==> config.mk <==
export PLATFORM = sky130hd
export DESIGN_NAME = velocity_gain_moving_average_top
export DESIGN_NICKNAME = d
export VERILOG_FILES = /design/src/design/vgma_pkg.sv /design/src/design/vgma_gain.sv /design/src/design/vgma_div.sv /design/src/design/velocity_gain_moving_average_top.sv
export SDC_FILE = /design/constraint.sdc
export NUM_CORES = 2
export LEC_CHECK = 0
export ABC_CLOCK_PERIOD_IN_PS = 8300
export BUFFER_PORTS_ARGS = -buffer_cell sky130_fd_sc_hd__buf_2
export CAP_MARGIN = 40
export CORE_MARGIN = 2
export CORE_UTILIZATION = 50
export DETAILED_ROUTE_END_ITERATION = 10
export PLACE_DENSITY = 0.69
export SLEW_MARGIN = 20
export SYNTH_ARGS = -nofsm -noshare
export SYNTH_HDL_FRONTEND = slang
export SYNTH_SLANG_ARGS = --single-unit
==> constraint.sdc <==
create_clock -name clk -period 8.3 [get_ports clk]
set_clock_uncertainty 0.05 [all_clocks]
set_input_delay 0 -clock clk [delete_from_list [all_inputs] [get_ports clk]]
set_output_delay 0 -clock clk [all_outputs]
set_load 0.05 [all_outputs]
==> src/design/vgma_pkg.sv <==
// Shared types and constants for the velocity gain / moving average block.
// No dependencies; imported by vgma_gain, vgma_div and the top level.
package vgma_pkg;

	localparam int VEL_W     = 32;
	localparam int GAIN_W    = 16;
	localparam int GAIN_FRAC = 14;
	localparam int SUM_W     = 36;
	localparam int CNT_W     = 5;
	localparam int NUM_CHAN  = 3;
	localparam int CFG_IDX_W = 2;

	// radix-4 divider: two dividend bits per step
	localparam int DIV_STEPS  = SUM_W / 2;
	localparam int DIV_STEP_W = $clog2(DIV_STEPS);

	localparam logic [GAIN_W-1:0] GAIN_ONE = 16'd16384;

	// configuration register indexes
	localparam logic [CFG_IDX_W-1:0] CFG_GAIN_X    = 2'd0;
	localparam logic [CFG_IDX_W-1:0] CFG_GAIN_Y    = 2'd1;
	localparam logic [CFG_IDX_W-1:0] CFG_GAIN_TURN = 2'd2;
	localparam logic [CFG_IDX_W-1:0] CFG_ZERO_BAND = 2'd3;

	// channel codes
	localparam logic [1:0] CH_X    = 2'd0;
	localparam logic [1:0] CH_Y    = 2'd1;
	localparam logic [1:0] CH_TURN = 2'd2;

	typedef struct packed {
		logic signed [VEL_W-1:0] vel_x;
		logic signed [VEL_W-1:0] vel_y;
		logic signed [VEL_W-1:0] vel_turn;
	} vgma_in_t;

	typedef struct packed {
		logic signed [VEL_W-1:0] mean_x;
		logic signed [VEL_W-1:0] mean_y;
		logic signed [VEL_W-1:0] mean_turn;
		logic [CNT_W-1:0]        held_count;
	} vgma_out_t;

	typedef struct packed {
		logic                    start;
		logic signed [SUM_W-1:0] dividend;
		logic [CNT_W-1:0]        divisor;
	} div_req_t;

	typedef struct packed {
		logic             done;
		logic             neg;
		logic [VEL_W-1:0] mag;
	} div_rsp_t;

endpackage

==> src/design/vgma_gain.sv <==
// Gain multiplier: signed Q16.16 sample times unsigned Q2.14 gain, registered,
// then floor shift and saturation to 32 bits. Depends on vgma_pkg.
module vgma_gain (
	input  logic                             clk,
	input  logic signed [vgma_pkg::VEL_W-1:0] vel,
	input  logic [vgma_pkg::GAIN_W-1:0]       gain,
	output logic signed [vgma_pkg::VEL_W-1:0] corr
);
	import vgma_pkg::*;

	localparam int PROD_W = VEL_W + GAIN_W + 1;
	localparam int SH_W   = PROD_W - GAIN_FRAC;

	logic signed [GAIN_W:0]   gain_s;
	logic signed [PROD_W-1:0] prod_s1;
	logic signed [SH_W-1:0]   shifted;
	logic                     ovf;

	assign gain_s = $signed({1'b0, gain});

	always_ff @(posedge clk) begin
		prod_s1 <= vel * gain_s;
	end

	// dropping the low bits is an arithmetic shift, i.e. floor
	assign shifted = prod_s1[PROD_W-1:GAIN_FRAC];

	// out of range when the bits above the 32-bit sign are not all copies of it
	assign ovf = (shifted[SH_W-1:VEL_W-1] != {(SH_W-VEL_W+1){shifted[SH_W-1]}});

	always_comb begin
		if (ovf) begin
			corr = shifted[SH_W-1] ? {1'b1, {(VEL_W-1){1'b0}}} : {1'b0, {(VEL_W-1){1'b1}}};
		end else begin
			corr = shifted[VEL_W-1:0];
		end
	end

endmodule

==> src/design/vgma_div.sv <==
// Iterative radix-4 divider: 36-bit signed sum by a 5-bit count, truncating
// toward zero. Returns sign and 32-bit magnitude. Depends on vgma_pkg.
module vgma_div (
	input  logic                clk,
	input  logic                arst_n,
	input  vgma_pkg::div_req_t  req,
	output vgma_pkg::div_rsp_t  rsp
);
	import vgma_pkg::*;

	localparam int REM_W = CNT_W - 1;   // remainder < divisor <= 16
	localparam int TR_W  = CNT_W + 2;

	logic                  busy_q;
	logic                  done_q;
	logic [DIV_STEP_W-1:0] step_q;
	logic [SUM_W-1:0]      work_q;   // dividend shifts out the top, quotient in the bottom
	logic [REM_W-1:0]      rem_q;
	logic [CNT_W-1:0]      d_q;
	logic                  neg_q;

	logic [SUM_W-1:0] dvd_mag;
	logic [TR_W-1:0]  trial, d1, d2, d3, rem_nxt;
	logic [1:0]       digit;

	assign dvd_mag = req.dividend[SUM_W-1] ? (~req.dividend + SUM_W'(1)) : req.dividend;

	assign trial = {1'b0, rem_q, work_q[SUM_W-1 -: 2]};
	assign d1    = TR_W'(d_q);
	assign d2    = TR_W'({d_q, 1'b0});
	assign d3    = d1 + d2;

	always_comb begin
		if (trial >= d3) begin
			digit   = 2'd3;
			rem_nxt = trial - d3;
		end else if (trial >= d2) begin
			digit   = 2'd2;
			rem_nxt = trial - d2;
		end else if (trial >= d1) begin
			digit   = 2'd1;
			rem_nxt = trial - d1;
		end else begin
			digit   = 2'd0;
			rem_nxt = trial;
		end
	end

	always_ff @(posedge clk or negedge arst_n) begin
		if (!arst_n) begin
			busy_q <= 1'b0;
			done_q <= 1'b0;
			step_q <= '0;
		end else begin
			// one-cycle pulse after the last step
			done_q <= !req.start && busy_q && (step_q == DIV_STEP_W'(DIV_STEPS - 1));
			if (req.start) begin
				busy_q <= 1'b1;
				step_q <= '0;
			end else if (busy_q) begin
				if (step_q == DIV_STEP_W'(DIV_STEPS - 1)) begin
					busy_q <= 1'b0;
				end
				step_q <= step_q + DIV_STEP_W'(1);
			end
		end
	end

	always_ff @(posedge clk) begin
		if (req.start) begin
			work_q <= dvd_mag;
			rem_q  <= '0;
			d_q    <= req.divisor;
			neg_q  <= req.dividend[SUM_W-1];
		end else if (busy_q) begin
			work_q <= {work_q[SUM_W-3:0], digit};
			rem_q  <= rem_nxt[REM_W-1:0];
		end
	end

	// |mean| never exceeds 2^31, so the low 32 bits hold the whole magnitude
	assign rsp.done = done_q;
	assign rsp.neg  = neg_q;
	assign rsp.mag  = work_q[VEL_W-1:0];

	a_done_after_busy: assert property (@(posedge clk) disable iff (!arst_n)
		done_q |-> $past(busy_q))
		else $error("divider done without a running division");

	a_start_idle: assert property (@(posedge clk) disable iff (!arst_n)
		req.start |-> !busy_q)
		else $error("divider restarted while busy");

	a_done_pulse: assert property (@(posedge clk) disable iff (!arst_n)
		done_q |=> !done_q)
		else $error("divider done held for more than one cycle");

endmodule

==> src/design/velocity_gain_moving_average_top.sv <==
// Velocity gain correction and moving-average filter with warm-up, top level.
// Depends on vgma_pkg, vgma_gain and vgma_div.
//
// Each request carries one body velocity sample (x, y, turn, signed Q16.16).
// The three channels are handled one after another: the gain multiply, the
// running-sum update and a shared radix-4 divider that divides the sum by the
// number of held samples. For each channel in turn the block passes through a
// multiply state, an accumulate state and a divide state, in which the divider
// runs its 18 two-bit steps and then signals done; after the third channel
// the result register is loaded and the block returns to idle, where the
// next request is accepted. in_stall is high while a request is in work. The
// result register frees the input side, so a new request is taken while the
// previous result still waits on out_stall; the done state only holds while
// an earlier result has not yet been taken.
// Sums and fill state clear at reset, not the slots; there is no clearing pass.
module velocity_gain_moving_average_top #(
	parameter int WINDOW = 4
) (
	input  logic                               clk,
	input  logic                               arst_n,
	input  logic                               cfg_we,
	input  logic [vgma_pkg::CFG_IDX_W-1:0]     cfg_index,
	input  logic [vgma_pkg::GAIN_W-1:0]        cfg_data,
	input  logic                               in_valid,
	output logic                               in_stall,
	input  vgma_pkg::vgma_in_t                 in_data,
	output logic                               out_valid,
	input  logic                               out_stall,
	output vgma_pkg::vgma_out_t                out_data
);
	import vgma_pkg::*;

	localparam int SLOT_W = (WINDOW > 1) ? $clog2(WINDOW) : 1;
	localparam logic [SLOT_W-1:0] SLOT_LAST = SLOT_W'(WINDOW - 1);
	localparam logic [CNT_W-1:0]  CNT_FULL  = CNT_W'(WINDOW);

	typedef enum logic [4:0] {
		ST_IDLE = 5'b00001,
		ST_MUL  = 5'b00010,
		ST_SUM  = 5'b00100,
		ST_DIV  = 5'b01000,
		ST_DONE = 5'b10000
	} state_t;

	state_t state_q;

	logic [GAIN_W-1:0] gain_x_q, gain_y_q, gain_turn_q, zero_band_q;

	logic [1:0]              chan_q;
	logic [SLOT_W-1:0]       slot_q;
	logic                    full_q;
	logic signed [SUM_W-1:0] sum_q [NUM_CHAN];
	logic                    out_valid_q;

	vgma_in_t                in_q;
	logic [CNT_W-1:0]        cnt_q;
	logic signed [VEL_W-1:0] res_q [NUM_CHAN];
	logic signed [VEL_W-1:0] ring_q [WINDOW][NUM_CHAN];
	vgma_out_t               out_q;

	logic signed [VEL_W-1:0] vel_sel;
	logic [GAIN_W-1:0]       gain_sel;
	logic signed [VEL_W-1:0] corr;
	logic signed [SUM_W-1:0] old_ext, corr_ext, sum_new;
	logic [VEL_W-1:0]        mean_mag;
	logic signed [VEL_W-1:0] mean_val;
	div_req_t                div_req;
	div_rsp_t                div_rsp;
	logic                    out_free;

	// configuration
	always_ff @(posedge clk or negedge arst_n) begin
		if (!arst_n) begin
			gain_x_q    <= GAIN_ONE;
			gain_y_q    <= GAIN_ONE;
			gain_turn_q <= GAIN_ONE;
			zero_band_q <= '0;
		end else if (cfg_we) begin
			unique case (cfg_index)
				CFG_GAIN_X:    gain_x_q    <= cfg_data;
				CFG_GAIN_Y:    gain_y_q    <= cfg_data;
				CFG_GAIN_TURN: gain_turn_q <= cfg_data;
				CFG_ZERO_BAND: zero_band_q <= cfg_data;
				default: ;
			endcase
		end
	end

	always_comb begin
		case (chan_q)
			CH_X: begin
				vel_sel  = in_q.vel_x;
				gain_sel = gain_x_q;
			end
			CH_Y: begin
				vel_sel  = in_q.vel_y;
				gain_sel = gain_y_q;
			end
			default: begin
				vel_sel  = in_q.vel_turn;
				gain_sel = gain_turn_q;
			end
		endcase
	end

	vgma_gain u_gain (
		.clk  (clk),
		.vel  (vel_sel),
		.gain (gain_sel),
		.corr (corr)
	);

	// drop the oldest sample once the window has filled
	assign old_ext  = full_q ? SUM_W'(ring_q[slot_q][chan_q]) : '0;
	assign corr_ext = SUM_W'(corr);
	assign sum_new  = sum_q[chan_q] - old_ext + corr_ext;

	assign div_req.start    = (state_q == ST_SUM);
	assign div_req.dividend = sum_new;
	assign div_req.divisor  = cnt_q;

	vgma_div u_div (
		.clk    (clk),
		.arst_n (arst_n),
		.req    (div_req),
		.rsp    (div_rsp)
	);

	// dead band on the magnitude, then restore the sign
	assign mean_mag = div_rsp.mag;
	always_comb begin
		if (mean_mag < VEL_W'(zero_band_q)) begin
			mean_val = '0;
		end else if (div_rsp.neg) begin
			mean_val = ~mean_mag + VEL_W'(1);
		end else begin
			mean_val = mean_mag;
		end
	end

	assign out_free = !out_valid_q || !out_stall;

	always_ff @(posedge clk or negedge arst_n) begin
		if (!arst_n) begin
			state_q     <= ST_IDLE;
			chan_q      <= CH_X;
			slot_q      <= '0;
			full_q      <= 1'b0;
			out_valid_q <= 1'b0;
			for (int c = 0; c < NUM_CHAN; c++) begin
				sum_q[c] <= '0;
			end
		end else begin
			if (state_q == ST_DONE && out_free) begin
				out_valid_q <= 1'b1;
			end else if (out_valid_q && !out_stall) begin
				out_valid_q <= 1'b0;
			end
			unique case (state_q)
				ST_IDLE: begin
					if (in_valid) begin
						chan_q  <= CH_X;
						state_q <= ST_MUL;
					end
				end
				ST_MUL: begin
					state_q <= ST_SUM;
				end
				ST_SUM: begin
					sum_q[chan_q] <= sum_new;
					state_q       <= ST_DIV;
				end
				ST_DIV: begin
					if (div_rsp.done) begin
						if (chan_q == CH_TURN) begin
							state_q <= ST_DONE;
						end else begin
							chan_q  <= chan_q + 2'd1;
							state_q <= ST_MUL;
						end
					end
				end
				ST_DONE: begin
					if (out_free) begin
						slot_q      <= (slot_q == SLOT_LAST) ? '0 : slot_q + SLOT_W'(1);
						full_q      <= full_q || (slot_q == SLOT_LAST);
						state_q     <= ST_IDLE;
					end
				end
				default: begin
					state_q <= ST_IDLE;
				end
			endcase
		end
	end

	// request payload, results and sample window
	always_ff @(posedge clk) begin
		if (state_q == ST_IDLE && in_valid) begin
			in_q  <= in_data;
			cnt_q <= full_q ? CNT_FULL : CNT_W'(slot_q) + CNT_W'(1);
		end
		if (state_q == ST_SUM) begin
			ring_q[slot_q][chan_q] <= corr;
		end
		if (state_q == ST_DIV && div_rsp.done) begin
			res_q[chan_q] <= mean_val;
		end
		if (state_q == ST_DONE && out_free) begin
			out_q.mean_x     <= res_q[CH_X];
			out_q.mean_y     <= res_q[CH_Y];
			out_q.mean_turn  <= res_q[CH_TURN];
			out_q.held_count <= cnt_q;
		end
	end

	assign in_stall  = (state_q != ST_IDLE);
	assign out_valid = out_valid_q;
	assign out_data  = out_q;

	a_out_from_done: assert property (@(posedge clk) disable iff (!arst_n)
		$rose(out_valid_q) |-> $past(state_q == ST_DONE))
		else $error("result appeared outside the done state");

	a_count_range: assert property (@(posedge clk) disable iff (!arst_n)
		out_valid_q |-> (out_q.held_count != '0) && (out_q.held_count <= CNT_FULL))
		else $error("held count out of range");

	a_div_in_div: assert property (@(posedge clk) disable iff (!arst_n)
		div_rsp.done |-> state_q == ST_DIV)
		else $error("divider finished outside the divide state");

	a_chan_valid: assert property (@(posedge clk) disable iff (!arst_n)
		chan_q != 2'd3)
		else $error("channel counter ran past the last channel");

endmodule

# Yosys cells after proc, flatten, opt, wreduce, memory -nomap -nowiden

Memories as Yosys holds them, arrays and structs flattened. A register that Yosys moved wholly into a read port is not among the register bits.
Cells that the tools add are included.

Memories kept: 2
Latch bits: 0
Bits in writable memories: 480
ROM bits: 0
Bits in registers: 391
Bits of input ports: 119

Memory list:

| name   | depth | bits a word | rd ports | clocked after Yosys merged registers in | write ports | line                                   | text |
|---|---|---|---|---|---|---|---|
| ring_q | 4     | 96          | 1        | 0                                       | 1           | velocity_gain_moving_average_top.sv:58 | `logic signed [VEL_W-1:0] ring_q [WINDOW][NUM_CHAN];` |
| res_q  | 3     | 32          | 3        | 3                                       | 1           | velocity_gain_moving_average_top.sv:57 | `logic signed [VEL_W-1:0] res_q [NUM_CHAN];` |

Magnitude comparators: 6
Multiply operators: 1
Bitwise logic cells: 3
$add $sub $neg: 12
Div/mod/pow operators: 0
Muxes and demuxes: 48
Eq/ne operators: 18
Shifts and indexed selects: 0
Reduce and logical (&&, ||, !) cells: 24

Operators by type and width:

| operator              | count |
|---|---|
| $mux 36               | 7 |
| $mux 32               | 7 |
| $bwmux 108            | 1 |
| $mux 96               | 1 |
| $bmux 36 s2           | 1 |
| $demux 36 s2          | 1 |
| $bmux 32 s2           | 1 |
| $demux 32 s2          | 1 |
| $pmux 32 s2           | 1 |
| $mul 32x17->49        | 1 |
| $add 36x2->36 const B | 1 |
| $add 36x32->36        | 1 |
| $not 36->36           | 1 |
| $sub 36x36->36        | 1 |
| $add 32x1->32 const B | 1 |
| $lt 32x16->1          | 1 |
| $not 32->32           | 1 |
| $pmux 16 s2           | 1 |
| $mux 5                | 6 |
| $pmux 5 s5            | 1 |
| $mux 2                | 6 |
| $mux 4                | 3 |
| $sub 4x4->4           | 3 |
| $eq 5x5->1 const B    | 2 |
| 30 further kinds      | 61 |

# Logic depth before layout (Yosys ltp)

Depth after elaboration: 11
Mapped depth: 35
Mapped depth without buffers: 30

# Hierarchy

From an unflattened synthesis, not the netlist that was laid out.

Cells, all modules: 4849
Area, all modules: 59144.2 um2

By module, submodules not included:

| module                           | cells an instance | instances | area an instance (um2) |
|---|---|---|---|
| velocity_gain_moving_average_top | 2292              | 1         | 36311.1 |
| vgma_gain                        | 2162              | 1         | 19027.0 |
| vgma_div                         | 395               | 1         | 3806.2 |

# Worst setup path after synthesis

No wires, ideal clock.

Path kind: flip-flop to flip-flop
Start point: register chan_q[0]
End point: register u_gain.prod_s1[42]
Setup slack: -0.197 ns
Arrival: 8.375 ns
Buffers on the path: 5
Cell stages (with the launch flop): 34
Period minus slack after synthesis: 8.497 ns
Cells stage by stage: dfrtp_1 clkbuf_1 inv_2 buf_1 ha_1 clkbuf_1 nor2_1 clkbuf_1 buf_1 a21o_1 nand2_1 fa_1 inv_1 fa_1 inv_1 fa_1 inv_1 fa_1 fa_1 inv_1 fa_1 inv_1 ha_1 a21o_1 a21o_1 a21oi_1 o21ai_0 nor4b_1 o31a_1 o21a_1 o21ai_0 a31o_2 a21oi_1 xnor2_1

Word-level cells in the longest chain between the ends: 3
Elaborated cells between the ends (all ways): 5
Classes of those cells: 1 x mul; 1 x eq/ne; 2 x mux; 1 x reduce/logical

RTL lines:

| item                                                 | line                                    | text |
|---|---|---|
| from (decl)                                          | velocity_gain_moving_average_top.sv:49  | `logic [1:0] chan_q;` |
| from (signal assigned)                               | velocity_gain_moving_average_top.sv:178 | `chan_q <= chan_q + 2'd1;` |
| $eq 2x1->1 / $logic_not 2->1 (equally long branches) | velocity_gain_moving_average_top.sv:90  | `case (chan_q)` |
| $pmux 32 s2 / $pmux 16 s2 (equally long branches)    | velocity_gain_moving_average_top.sv:90  |  |
| $mul 32x17->49 *                                     | vgma_gain.sv:22                         | `prod_s1 <= vel * gain_s;` |
| to (signal assigned)                                 | vgma_gain.sv:22                         |  |
| to (decl)                                            | vgma_gain.sv:15                         | `logic signed [PROD_W-1:0] prod_s1;` |

Mark *: on every way between the ends. The rest lies on a longest branch, timed or not.
A chain may end at the register's enable or synchronous reset.

# Final worst setup path

Start point: register chan_q[1]
End point: register u_gain.prod_s1[48]

Same word-level chain as after synthesis.

==> results_dict.tcl <==
set metrics [dict create \
    start_kind "register" \
    grt_setup_unrepaired "yes" \
    cpMostUsedCell "fa_1" \
    drtIter0Drc 3470 \
    rr_worst_depth 29 \
    grt-ovfl-total 0 \
    r2r-start "chan_q[1]" \
    cts_buffers 97 \
    hold_class "in2reg" \
    netlist_instances 4715 \
    finalSetupViolations 0 \
    finalSetupTns_ps 0 \
    yosysTopAreaCellShare 0.376 \
    worst_pin_slew_ps 872 \
    dieArea_sq_um 117000 \
    maxCapViolations 0 \
    synth_edf_count 718 \
    chipWidth_um 343 \
    crit_arrival_ps 8520 \
    netlist_area_sq_um 57300 \
    syn2layout_area_growth_pct 16.4 \
    worstSkewPairLatency_ps 710 \
    drive_above_1_share 0.154 \
    grt_start_max_net_pins 76 \
    syn_area_per_cell_sq_um 12.2 \
    run_status "finished, final reports clean" \
    path_max_fanout 20 \
    yosysTopAreaCell "edfxtp_1" \
    relSlewSlack 0.417 \
    dpl.hpwl_um 104000 \
    drc 0 \
    hold_viol 0 \
    core_sq_um 114000 \
    required_ps 8840 \
    finalCritPeriodShare 0.961 \
    critPathSlowestCell "fa_1" \
    final_nets 6065 \
    routedWlPerCell_um 21.4 \
    worst-setup-path-type "reg2reg" \
    start_util 0.502 \
    max_clock_freq_mhz 125 \
    antenna_found_initial 2 \
    cp-end-kind "register" \
    dr.pass1.iters 8 \
    dieHeight_um 343 \
    crit_end "u_gain.prod_s1[48]" \
    min_period_ps 7980 \
    reg2reg_to "u_gain.prod_s1[48]" \
    vias_per_cell 5.54 \
    crit_start "chan_q[1]" \
    fillers 9050 \
    reg2reg_setup_slack_ps 320 \
    io_pins 222 \
    vias 37800 \
    antenna_left 0 \
    rows 124 \
    seq_area_frac_synth 0.473 \
    yosysWarnings 0 \
    grt_pass1_vias 39300 \
    cts_buffer_depth 3 \
    netlist_top_cells_area "edfxtp_1, fa_1, dfrtp_1" \
    ys_types 81 \
    grt_use_total 0.254 \
    cts_tree "done" \
    path_clk_slew_ps 60 \
    clock-sinks 947 \
    synth_seq_cells 947 \
    synth_flop_cell "edfxtp_1" \
    wl_um 146000 \
    cp_slowest_stage_delay_ps 780 \
    port_buffers 219 \
    clock-root-buffer "clkbuf_16" \
    place_congestion 0.950 \
    synth-async-reset-ratio 0.201 \
    grt_pass1_wl_um 229000 \
    cts_htree_levels 3 \
    slew_viol_final 0 \
]
-- metal layers --
layer / wire [um] / GRT usage
met5: 0 / 0
met3: 10300 / 0.0370
met2: 71600 / 0.430
met1: 59700 / 0.344
met4: 4400 / 0.0728
-- worst min-delay path by stage --
stage,startpoint,endpoint,slack (ps),cells after the start
6_report,in_data[49],in_q[49],10,2
5_1_grt,in_data[49],in_q[49],5,2
4_1_cts,in_data[18],in_q[18],1,2
3_5_place_dp,arst_n,zero_band_q[15],-90,1
3_3_place_gp,in_data[36],in_q[36],130,1
2_1_floorplan,arst_n,chan_q[0],-350,0
-- state kept, by name, summed over array words and instances, names as in the netlist, 16 cells and up --
name	flops
out_data	99
u_gain.prod_s1	35
gain_turn_q	16
gain_x_q	16
in_q	96
sum_q	108
gain_y_q	16
res_q	96
u_div.work_q	36
ring_q	384
zero_band_q	16
-- layout make-up --
class                           instances  area [sq um]  area share
Clock buffer                          123          2590      0.0388
Sequential cell                       947         27100       0.407
Multi-Input combinational cell       2881         27000       0.406
Clock inverter                         55           644     0.00966
Tap cell                             1512          1890      0.0284
Timing Repair Buffer                  612          4810      0.0722
Antenna cell                            1          2.50   0.0000375
Inverter                              691          2590      0.0389
-- cell usage after synthesis (4+ instances only) --
cell type and number:
ha_1 190, dfrtp_1 186, clkbuf_1 172, inv_1 689, nand3_1 22, o21bai_1 8, a21oi_1 160, buf_1 22
edfxtp_1 718, or3_1 5, nand4_1 12, o31ai_1 13, mux2i_1 74, nand2_1 536, and3_1 24, or2_2 9
a22oi_1 4, and4_1 6, nor2_1 361, o211ai_1 9, a22o_1 48, xnor2_1 71, o21a_1 21, mux4_2 96
a41oi_1 6, a21o_1 86, mux2_2 90, and2_1 32, xor2_1 73, dfxtp_1 39, or4_1 7, a31oi_1 11
o21ai_0 236, nand3b_1 8, nand2b_1 16, o21ai_1 12, nor2b_1 12, nor3_1 22, nor4_1 9, fa_1 526
o41ai_1 7, a211oi_1 14, dfstp_2 4
-- cells by family (layout without fill, tap and decap cells) --
| family | count (synthesis) | in the layout | share of synthesized area |
|---|---|---|---|
| buffers and inverters | 888 | 1481 | 0.0583 |
| flip-flops | 947 | 947 | 0.473 |
| other | 1 | 3 | 0.0000654 |
| XOR/XNOR | 145 | 145 | 0.0223 |
| AO/OA/AOI/OAI | 663 | 663 | 0.0717 |
| AND/OR/NAND/NOR | 1095 | 1095 | 0.0810 |
| adder cells (fa/ha/maj) | 716 | 716 | 0.225 |
| multiplexers | 260 | 260 | 0.0683 |
-- through the flow --
step / setup slack (ps) / std cells / utilization / area [sq um] / hold WS (ps)
final: 321 / 6822 / 0.585 / 66700 / 10.9
after global routing: -20.0 / 6821 / 0.585 / 66700 / 5.49
after detailed placement: 7.76 / 6424 / 0.537 / 61200 / -90.0
after CTS: 120 / 6814 / 0.584 / 66600 / 0.961
after global placement: 88.4 / 6401 / 0.534 / 60900 / 127
after floorplan: 99.8 / 4716 / - / 57300 / -346
-- what timing repair did --
action,CTS,global route
endpoints found under the hold margin,311,0
setup endpoints to repair,2,9
buffers inserted,0,4
gates resized for setup,5,20
pin swaps,0,1
hold buffers,212,0
-- critical path, delay by kind of cell, from the launching register on --
family / cells / cell delay [ps]
simple gates: 1 / 150
compound gates: 12 / 2280
xor+xnor: 1 / 130
flops: 1 / 390
fa+ha+maj: 8 / 3850
buf+inv: 7 / 1010
-- cell usage in the layout (no fill, tap or decap), types with 13 or more instances in the layout --
master	instances
a211oi_1	13
a21o_1	80
a21oi_1	143
a21oi_2	17
a22o_1	48
and2_1	32
buf_2	224
buf_4	156
clkbuf_1	20
clkbuf_16	98
clkinv_1	18
dfrtp_1	182
dfxtp_1	39
dlygate4sd3_1	211
edfxtp_1	718
fa_1	526
ha_1	188
inv_1	689
mux2_2	90
mux2i_1	74
mux4_2	96
nand2_1	532
nand2b_1	16
nand3_1	21
nor2_1	357
nor3_1	22
o21a_1	21
o21ai_0	233
o21ai_1	15
xnor2_1	71
xor2_1	73
Power is not shown: default switching activity piles up to over one toggle a cycle in this logic, so the estimate is an artifact.
